File: src/nfes_pkg.sv
`timescale 1ns / 1ps
// ----------------------------------------------------------------------------
// nfes_pkg
// Shared types and constants of the nearest free entry search block.
// ----------------------------------------------------------------------------
package nfes_pkg;

  localparam int TABLE_DEPTH = 64;
  localparam int CELL_BITS   = 10;

  localparam int ENTRY_W   = 6;
  localparam int CELL_IN_W = 10;
  localparam int WORKER_W  = 19;
  localparam int FRAC_BITS = 8;
  localparam int DIST_W    = 23;

  localparam int IDX_W  = (TABLE_DEPTH > 1) ? $clog2(TABLE_DEPTH) : 1;
  localparam int CELL_W = (CELL_BITS < CELL_IN_W) ? CELL_BITS : CELL_IN_W;
  localparam int WC_W   = WORKER_W - FRAC_BITS;
  localparam int DX_W   = WC_W + 1;
  localparam int SQ_W   = 2 * DX_W - 2;
  localparam int MEM_W  = 2 * CELL_W + 1;

  localparam logic [IDX_W-1:0] LAST_ADDR = IDX_W'(TABLE_DEPTH - 1);

  typedef enum logic [1:0] {
    ST_IDLE,
    ST_SCAN,
    ST_DRAIN,
    ST_DONE
  } state_t;

  typedef struct packed {
    logic             wr;
    logic             query;
    logic             issue;
    logic             last;
    logic [IDX_W-1:0] addr;
  } ctrl_cmd_t;

  typedef struct packed {
    logic scan_done;
  } ctrl_status_t;

endpackage

File: src/nfes_ctrl.sv
`timescale 1ns / 1ps
// ----------------------------------------------------------------------------
// nfes_ctrl
// Sequencer: accepts beats, steps the scan address and marks the result.
// ----------------------------------------------------------------------------
module nfes_ctrl
  import nfes_pkg::*;
(
  input  logic         clk,
  input  logic         rst,
  input  logic         start,
  input  logic         cmd_in,
  input  ctrl_status_t status,
  output logic         busy,
  output logic         done,
  output ctrl_cmd_t    ctrl
);

  state_t           state;
  state_t           state_next;
  logic [IDX_W-1:0] cnt;
  logic             accept;

  assign accept = start && !busy;

  always_ff @(posedge clk) begin
    if (rst) begin
      state <= ST_IDLE;
      cnt   <= '0;
    end else begin
      state <= state_next;
      if (state == ST_SCAN) begin
        cnt <= cnt + 1'b1;
      end else begin
        cnt <= '0;
      end
    end
  end

  always_comb begin
    state_next = state;
    case (state)
      ST_IDLE: begin
        if (accept && cmd_in) state_next = ST_SCAN;
      end
      ST_SCAN: begin
        if (cnt == LAST_ADDR) state_next = ST_DRAIN;
      end
      ST_DRAIN: begin
        if (status.scan_done) state_next = ST_DONE;
      end
      ST_DONE: begin
        if (accept && cmd_in) begin
          state_next = ST_SCAN;
        end else begin
          state_next = ST_IDLE;
        end
      end
      default: state_next = ST_IDLE;
    endcase
  end

  always_comb begin
    busy       = 1'b0;
    done       = 1'b0;
    ctrl.issue = 1'b0;
    case (state)
      ST_IDLE:  ;
      ST_SCAN: begin
        busy       = 1'b1;
        ctrl.issue = 1'b1;
      end
      ST_DRAIN: busy = 1'b1;
      ST_DONE:  done = 1'b1;
      default:  busy = 1'b0;
    endcase
    ctrl.wr    = accept && !cmd_in;
    ctrl.query = accept && cmd_in;
    ctrl.last  = (cnt == LAST_ADDR);
    ctrl.addr  = cnt;
  end

endmodule

File: src/nfes_datapath.sv
`timescale 1ns / 1ps
// ----------------------------------------------------------------------------
// nfes_datapath
// Entry table, distance pipeline and running minimum of the search.
// ----------------------------------------------------------------------------
module nfes_datapath
  import nfes_pkg::*;
(
  input  logic                        clk,
  input  logic                        rst,
  input  ctrl_cmd_t                   ctrl,
  input  logic [ENTRY_W-1:0]          entry_index,
  input  logic [CELL_IN_W-1:0]        cell_x,
  input  logic [CELL_IN_W-1:0]        cell_y,
  input  logic                        taken,
  input  logic                        in_use,
  input  logic signed [WORKER_W-1:0]  worker_x,
  input  logic signed [WORKER_W-1:0]  worker_y,
  output ctrl_status_t                status,
  output logic                        found,
  output logic [ENTRY_W-1:0]          best_index,
  output logic [DIST_W-1:0]           best_distance
);

  logic [MEM_W-1:0]       mem [TABLE_DEPTH];
  logic [TABLE_DEPTH-1:0] used;
  logic [IDX_W-1:0]       waddr;
  logic                   in_range;

  logic signed [WC_W-1:0] wx;
  logic signed [WC_W-1:0] wy;

  logic [MEM_W-1:0]       s1_rd;
  logic                   s1_vld;
  logic                   s1_used;
  logic                   s1_last;
  logic [IDX_W-1:0]       s1_idx;

  logic [SQ_W-1:0]        s2_sqx;
  logic [SQ_W-1:0]        s2_sqy;
  logic                   s2_cand;
  logic                   s2_last;
  logic [IDX_W-1:0]       s2_idx;

  logic [IDX_W-1:0]       best_idx;
  logic [DIST_W-1:0]      sq_sum;

  logic [CELL_W-1:0]          s1_x;
  logic [CELL_W-1:0]          s1_y;
  logic                       s1_taken;
  logic signed [DX_W-1:0]     dx;
  logic signed [DX_W-1:0]     dy;
  logic signed [2*DX_W-1:0]   px;
  logic signed [2*DX_W-1:0]   py;

  assign waddr    = IDX_W'(entry_index);
  assign in_range = (32'(entry_index) < 32'(TABLE_DEPTH));

  // entry table
  always_ff @(posedge clk) begin
    if (ctrl.wr && in_range) begin
      mem[waddr] <= {taken, CELL_W'(cell_y), CELL_W'(cell_x)};
    end
    s1_rd <= mem[ctrl.addr];
  end

  always_ff @(posedge clk) begin
    if (rst) begin
      used <= '0;
    end else if (ctrl.wr && in_range) begin
      used[waddr] <= in_use;
    end
  end

  // worker position in whole cells
  always_ff @(posedge clk) begin
    if (ctrl.query) begin
      wx <= worker_x[WORKER_W-1:FRAC_BITS];
      wy <= worker_y[WORKER_W-1:FRAC_BITS];
    end
  end

  assign s1_x     = s1_rd[CELL_W-1:0];
  assign s1_y     = s1_rd[2*CELL_W-1:CELL_W];
  assign s1_taken = s1_rd[MEM_W-1];

  assign dx = DX_W'(wx) - DX_W'($signed({1'b0, s1_x}));
  assign dy = DX_W'(wy) - DX_W'($signed({1'b0, s1_y}));
  assign px = dx * dx;
  assign py = dy * dy;

  assign sq_sum = DIST_W'(s2_sqx) + DIST_W'(s2_sqy);

  always_ff @(posedge clk) begin
    if (rst) begin
      s1_vld  <= 1'b0;
      s1_last <= 1'b0;
      s2_cand <= 1'b0;
      s2_last <= 1'b0;
    end else begin
      s1_vld  <= ctrl.issue;
      s1_last <= ctrl.issue && ctrl.last;
      s2_cand <= s1_vld && s1_used && !s1_taken;
      s2_last <= s1_vld && s1_last;
    end
  end

  always_ff @(posedge clk) begin
    s1_used <= used[ctrl.addr];
    s1_idx  <= ctrl.addr;
    s2_sqx  <= px[SQ_W-1:0];
    s2_sqy  <= py[SQ_W-1:0];
    s2_idx  <= s1_idx;
  end

  // running minimum, first entry wins a tie
  always_ff @(posedge clk) begin
    if (rst || ctrl.query) begin
      found         <= 1'b0;
      best_idx      <= '0;
      best_distance <= '0;
    end else if (s2_cand && (!found || sq_sum < best_distance)) begin
      found         <= 1'b1;
      best_idx      <= s2_idx;
      best_distance <= sq_sum;
    end
  end

  assign best_index       = ENTRY_W'(best_idx);
  assign status.scan_done = s2_last;

endmodule

File: src/nearest_free_entry_search.sv
`timescale 1ns / 1ps
// ----------------------------------------------------------------------------
// nearest_free_entry_search
// Table of job entries with a nearest used, untaken entry query.
// ----------------------------------------------------------------------------
// A beat is accepted when start is high and busy is low; cmd picks a table
// write (cmd low) or a query (cmd high). A write stores one entry at the
// accept edge, gives no result and leaves busy low, so beats may follow
// every cycle. A query raises busy and scans the table one entry per
// cycle through the single read port of the entry memory, then a
// three-stage distance pipeline drains. done is high for exactly one
// cycle; the result on found, best_index and best_distance is valid then
// and holds until the next query is accepted. busy is low in the done
// cycle, so the next query may be accepted at the edge that takes the
// result; a new query is not taken before the last one has finished.
// The receiver cannot hold results off; done is a plain strobe.
// Reset marks every table entry unused and returns the block to idle at
// once; no clearing pass is needed.
// ----------------------------------------------------------------------------
module nearest_free_entry_search
  import nfes_pkg::*;
(
  input  logic                        clk,
  input  logic                        rst,
  input  logic                        start,
  output logic                        busy,
  input  logic                        cmd,
  input  logic [ENTRY_W-1:0]          entry_index,
  input  logic [CELL_IN_W-1:0]        cell_x,
  input  logic [CELL_IN_W-1:0]        cell_y,
  input  logic                        taken,
  input  logic                        in_use,
  input  logic signed [WORKER_W-1:0]  worker_x,
  input  logic signed [WORKER_W-1:0]  worker_y,
  output logic                        done,
  output logic                        found,
  output logic [ENTRY_W-1:0]          best_index,
  output logic [DIST_W-1:0]           best_distance
);

  ctrl_cmd_t    ctrl;
  ctrl_status_t status;

  nfes_ctrl u_ctrl (
    .clk    (clk),
    .rst    (rst),
    .start  (start),
    .cmd_in (cmd),
    .status (status),
    .busy   (busy),
    .done   (done),
    .ctrl   (ctrl)
  );

  nfes_datapath u_dp (
    .clk           (clk),
    .rst           (rst),
    .ctrl          (ctrl),
    .entry_index   (entry_index),
    .cell_x        (cell_x),
    .cell_y        (cell_y),
    .taken         (taken),
    .in_use        (in_use),
    .worker_x      (worker_x),
    .worker_y      (worker_y),
    .status        (status),
    .found         (found),
    .best_index    (best_index),
    .best_distance (best_distance)
  );

`ifndef SYNTHESIS
  a_query_busy: assert property (@(posedge clk) disable iff (rst)
    (start && !busy && cmd) |=> busy)
    else $error("query accepted without busy");

  a_done_single: assert property (@(posedge clk) disable iff (rst)
    done |=> !done)
    else $error("result held longer than one cycle");

  a_empty_result: assert property (@(posedge clk) disable iff (rst)
    !found |-> (best_index == '0 && best_distance == '0))
    else $error("nonzero result fields without a found entry");

  a_scan_quiet: assert property (@(posedge clk) disable iff (rst)
    status.scan_done |-> busy)
    else $error("scan end seen while idle");
`endif

endmodule
File: config.mk
export PLATFORM = sky130hd
export DESIGN_NAME = nearest_free_entry_search
export DESIGN_NICKNAME = d
export VERILOG_FILES = /design/src/nfes_pkg.sv /design/src/nfes_ctrl.sv /design/src/nfes_datapath.sv /design/src/nearest_free_entry_search.sv
export SDC_FILE = /design/constraint.sdc
export NUM_CORES = 2
export LEC_CHECK = 0
export ABC_AREA = 1
export CAP_MARGIN = 20
export CORE_UTILIZATION = 69
export CTS_CLUSTER_SIZE = 30
export DETAILED_ROUTE_END_ITERATION = 10
export DONT_BUFFER_PORTS = 1
export GPL_TIMING_DRIVEN = 0
export MAX_ROUTING_LAYER = met4
export PLACE_DENSITY = 0.85
export SLEW_MARGIN = 20
export SYNTH_ARGS = -nofsm -noshare
export SYNTH_HDL_FRONTEND = slang
export SYNTH_HIERARCHICAL = 1
export SYNTH_SLANG_ARGS = --single-unit
File: constraint.sdc
create_clock -name clk -period 17.2 [get_ports clk]
set_clock_uncertainty 0.15 [all_clocks]
set_input_delay 3.44 -clock clk [delete_from_list [all_inputs] [get_ports clk]]
set_output_delay 3.44 -clock clk [all_outputs]
set_load 0.05 [all_outputs]
==> metrics.cfg <==
[status]
status = finished clean

[sta]
tightest_slew_ns = 1.20
rsz0062_at_grt = false
max_freq_ghz = 0.149
fin_setup_tns_ns = 0
fin_crit_sh_pct = 39.1
max_slew_margin_pct = 20.1
finalSetupViolCount = 0
maxSlewViolCount = 0
fin_crit_ns = 6.72
hold_viol_final = 0

[grt]
overflow = 0
grt.total_usage_pct = 46.9
antenna_found_initial = 19
grt_pass1_vias = 55400
grt_max_degree = 65
grt_pass1_wl_um = 350000

[synthesis]
synthArstFlopShare_pct = 0
synth_edf_count = 1366
synth.avg_cell_area_um2 = 10.8
syn_nets = 7250
ys.flop_type = edfxtp_1
ys_seq_area_share_pct = 61.2
synth_area_um2 = 73000
synth_cells = 6781
yosysWarnings = 6
ys_seq_elements = 1548
synth_top_area_share_pct = 56.2
synth.distinct_cells = 54
yosysTopAreaCell = edfxtp_1
synth_area_leaders = edfxtp_1 56%, fa_1 6.2%, nand2_1 6.1%, nor2_1 5.2%, dfxtp_1 5.0%

[setup_path]
crit_slowest_cell = fa_1
timing_worst_setup_path_type = flip-flop to flip-flop
path_max_fanout = 10
critPathLaunchType = flip-flop
rrSetupSlack_ns = 10.48
reg2regPathDepth = 29
end_kind = flip-flop
r2r_start = u_dp/s1_rd[16]$_DFF_P_
arrival_ns = 7.27
crit_family = adder cells
slowest_delay_ns = 0.55
r2r_end = u_dp/s2_sqy[19]$_DFF_P_
crit_required_ns = 17.74
critical_path_buf_inv_count = 9

[clock_tree]
cts_setup_buffers = 0
clk_path_buf_depth = 3
clk_latency_ns = 0.81
clock-sinks = 1548
cts_hold_buffers = 0
cts_tree = done
ctsResizeCount = 0
cts.clk_slew.worst_paths_ns = 0.07
htreeDepth = 4
numCtsBuffers = 150
root_buffer = clkbuf_16

[die]
die_h_um = 327
fp.dieW_um = 327
start_util_pct = 70.0
dieArea_um2 = 107000
pin_count = 102
coreArea_um2 = 104000
core.rowCount = 118

[drt]
via_count = 57000
drt_first_iter_violations = 10800
wl_per_cell_um = 28.6
detail-route-antenna-nets = 0
routed_wl_um = 243000
drc = 0
avgViaCountPerCell = 6.69
drtPass1Iterations = 10

[layout]
final_cell_mix = 1,366 x edfxtp_1, 1,184 x nand2_1, 944 x nor2_1, 569 x inv_1, 540 x o21ai_0
nFillCells = 6129
layout_commonest_cell = edfxtp_1
drive_gt1_share_pct = 7.88
area_growth_pct = 11.6
num-nets-final = 7452

[min_path]
min_path_type = flip-flop to flip-flop
hold_path_startpoint = u_dp/s1_idx[3]$_DFF_P_
hold_end = u_dp/s2_idx[3]$_DFF_P_
hold_path_depth = 0

[place]
port_buffers = 0
place.gp.congestion = 1.07
hpwl_um = 159000

[flow_run]
maxCapViolations = 0

==> cell families (layout without fill, tap and decap cells) <==
group | Yosys count | after routing | share of synthesized area, %
compound gates | 1239 | 1239 | 9.17
xor+xnor | 51 | 51 | 0.653
fa+ha+maj | 399 | 399 | 9.18
buf+inv | 944 | 1266 | 5.59
flops | 1548 | 1548 | 61.2
mux | 2 | 2 | 0.0274
other cells | 0 | 34 | 0
simple gates | 2598 | 2598 | 14.2
==> flip-flops by register name, indices dropped and copies added (netlist names), 2 cells and up <==
signal              flops
u_ctrl/state            2
u_dp/s1_rd             21
u_dp/s2_sqy            21
u_dp/used              64
u_dp/best_index         6
u_dp/wx                11
u_ctrl/cnt              6
u_dp/s1_idx             6
u_dp/mem             1344
u_dp/best_distance     23
u_dp/wy                11
u_dp/s2_sqx            21
u_dp/s2_idx             6
==> synth_stat cells (all sizes together) (2+ instances only) <==
cell,number
edfxtp,1366
nand2,1190
nor2,1015
o21ai,766
inv,581
o22ai,330
nand3,271
fa,227
dfxtp,182
buf,180
clkbuf,176
ha,172
a21oi,116
nor3,86
xor2,37
xnor2,14
nand4,13
nand3b,9
a21o,8
clkinv,7
o21bai,7
or2,7
and2,5
a31oi,4
a221oi,2
mux2i,2
o31ai,2
==> layer usage <==
metal | GRT usage (%) | vias to the layer above | share of wire [%]
met5 | - | - | 0
met4 | 31.0 | 0 | 8.4
met3 | 16.6 | 1267 | 16
met2 | 68.0 | 5489 | 44
met1 | 55.6 | 26600 | 31
li1 | - | 23600 | -
==> layout make-up <==
cell class	count	area, um^2	area share (%)
Sequential cell	1548	44700	54.8
Multi-Input combinational cell	4289	24700	30.4
Clock buffer	181	3950	4.85
Inverter	588	2220	2.73
Buffer	356	1870	2.29
Tap cell	1380	1730	2.12
Timing Repair Buffer	50	1270	1.56
Clock inverter	91	926	1.14
Antenna cell	34	85.1	0.104
==> worst max-delay path by stage <==
stage                           start                    endpoint  slack, ns  cells after the start
2_1_floorplan    u_dp/wy[0]$_DFFE_PP_     u_dp/s2_sqy[21]$_DFF_P_      11.29                     27
3_3_place_gp                    start   u_dp/mem[18][0]$_DFFE_PP_       8.81                      7
3_5_place_dp                    start  u_dp/mem[12][12]$_DFFE_PP_      10.18                      7
4_1_cts        u_dp/s1_rd[16]$_DFF_P_     u_dp/s2_sqy[19]$_DFF_P_      10.58                     29
5_1_grt          u_dp/wy[5]$_DFFE_PP_     u_dp/s2_sqy[19]$_DFF_P_      10.05                     28
6_report       u_dp/s1_rd[16]$_DFF_P_     u_dp/s2_sqy[19]$_DFF_P_      10.48                     29
==> per-stage QoR <==
step / std cells / worst slack [ns] / hold WS (ns) / instance area (um^2) / util, %
after global routing: 8512 / 10.05 / 0.184 / 81400 / 78.1
after CTS: 8483 / 10.58 / 0.176 / 81300 / 78.0
after detailed placement: 8211 / 10.18 / 0.162 / 76500 / 73.4
after global placement: 8161 / 8.81 / 0.163 / 74700 / 71.7
final: 8517 / 10.48 / 0.176 / 81400 / 78.1
after floorplan: 6781 / 11.29 / 0.160 / 73000 / -
Power is left out: the tool's default activity adds up to more than one toggle a clock period on the data nets, which glitch-free logic cannot reach.
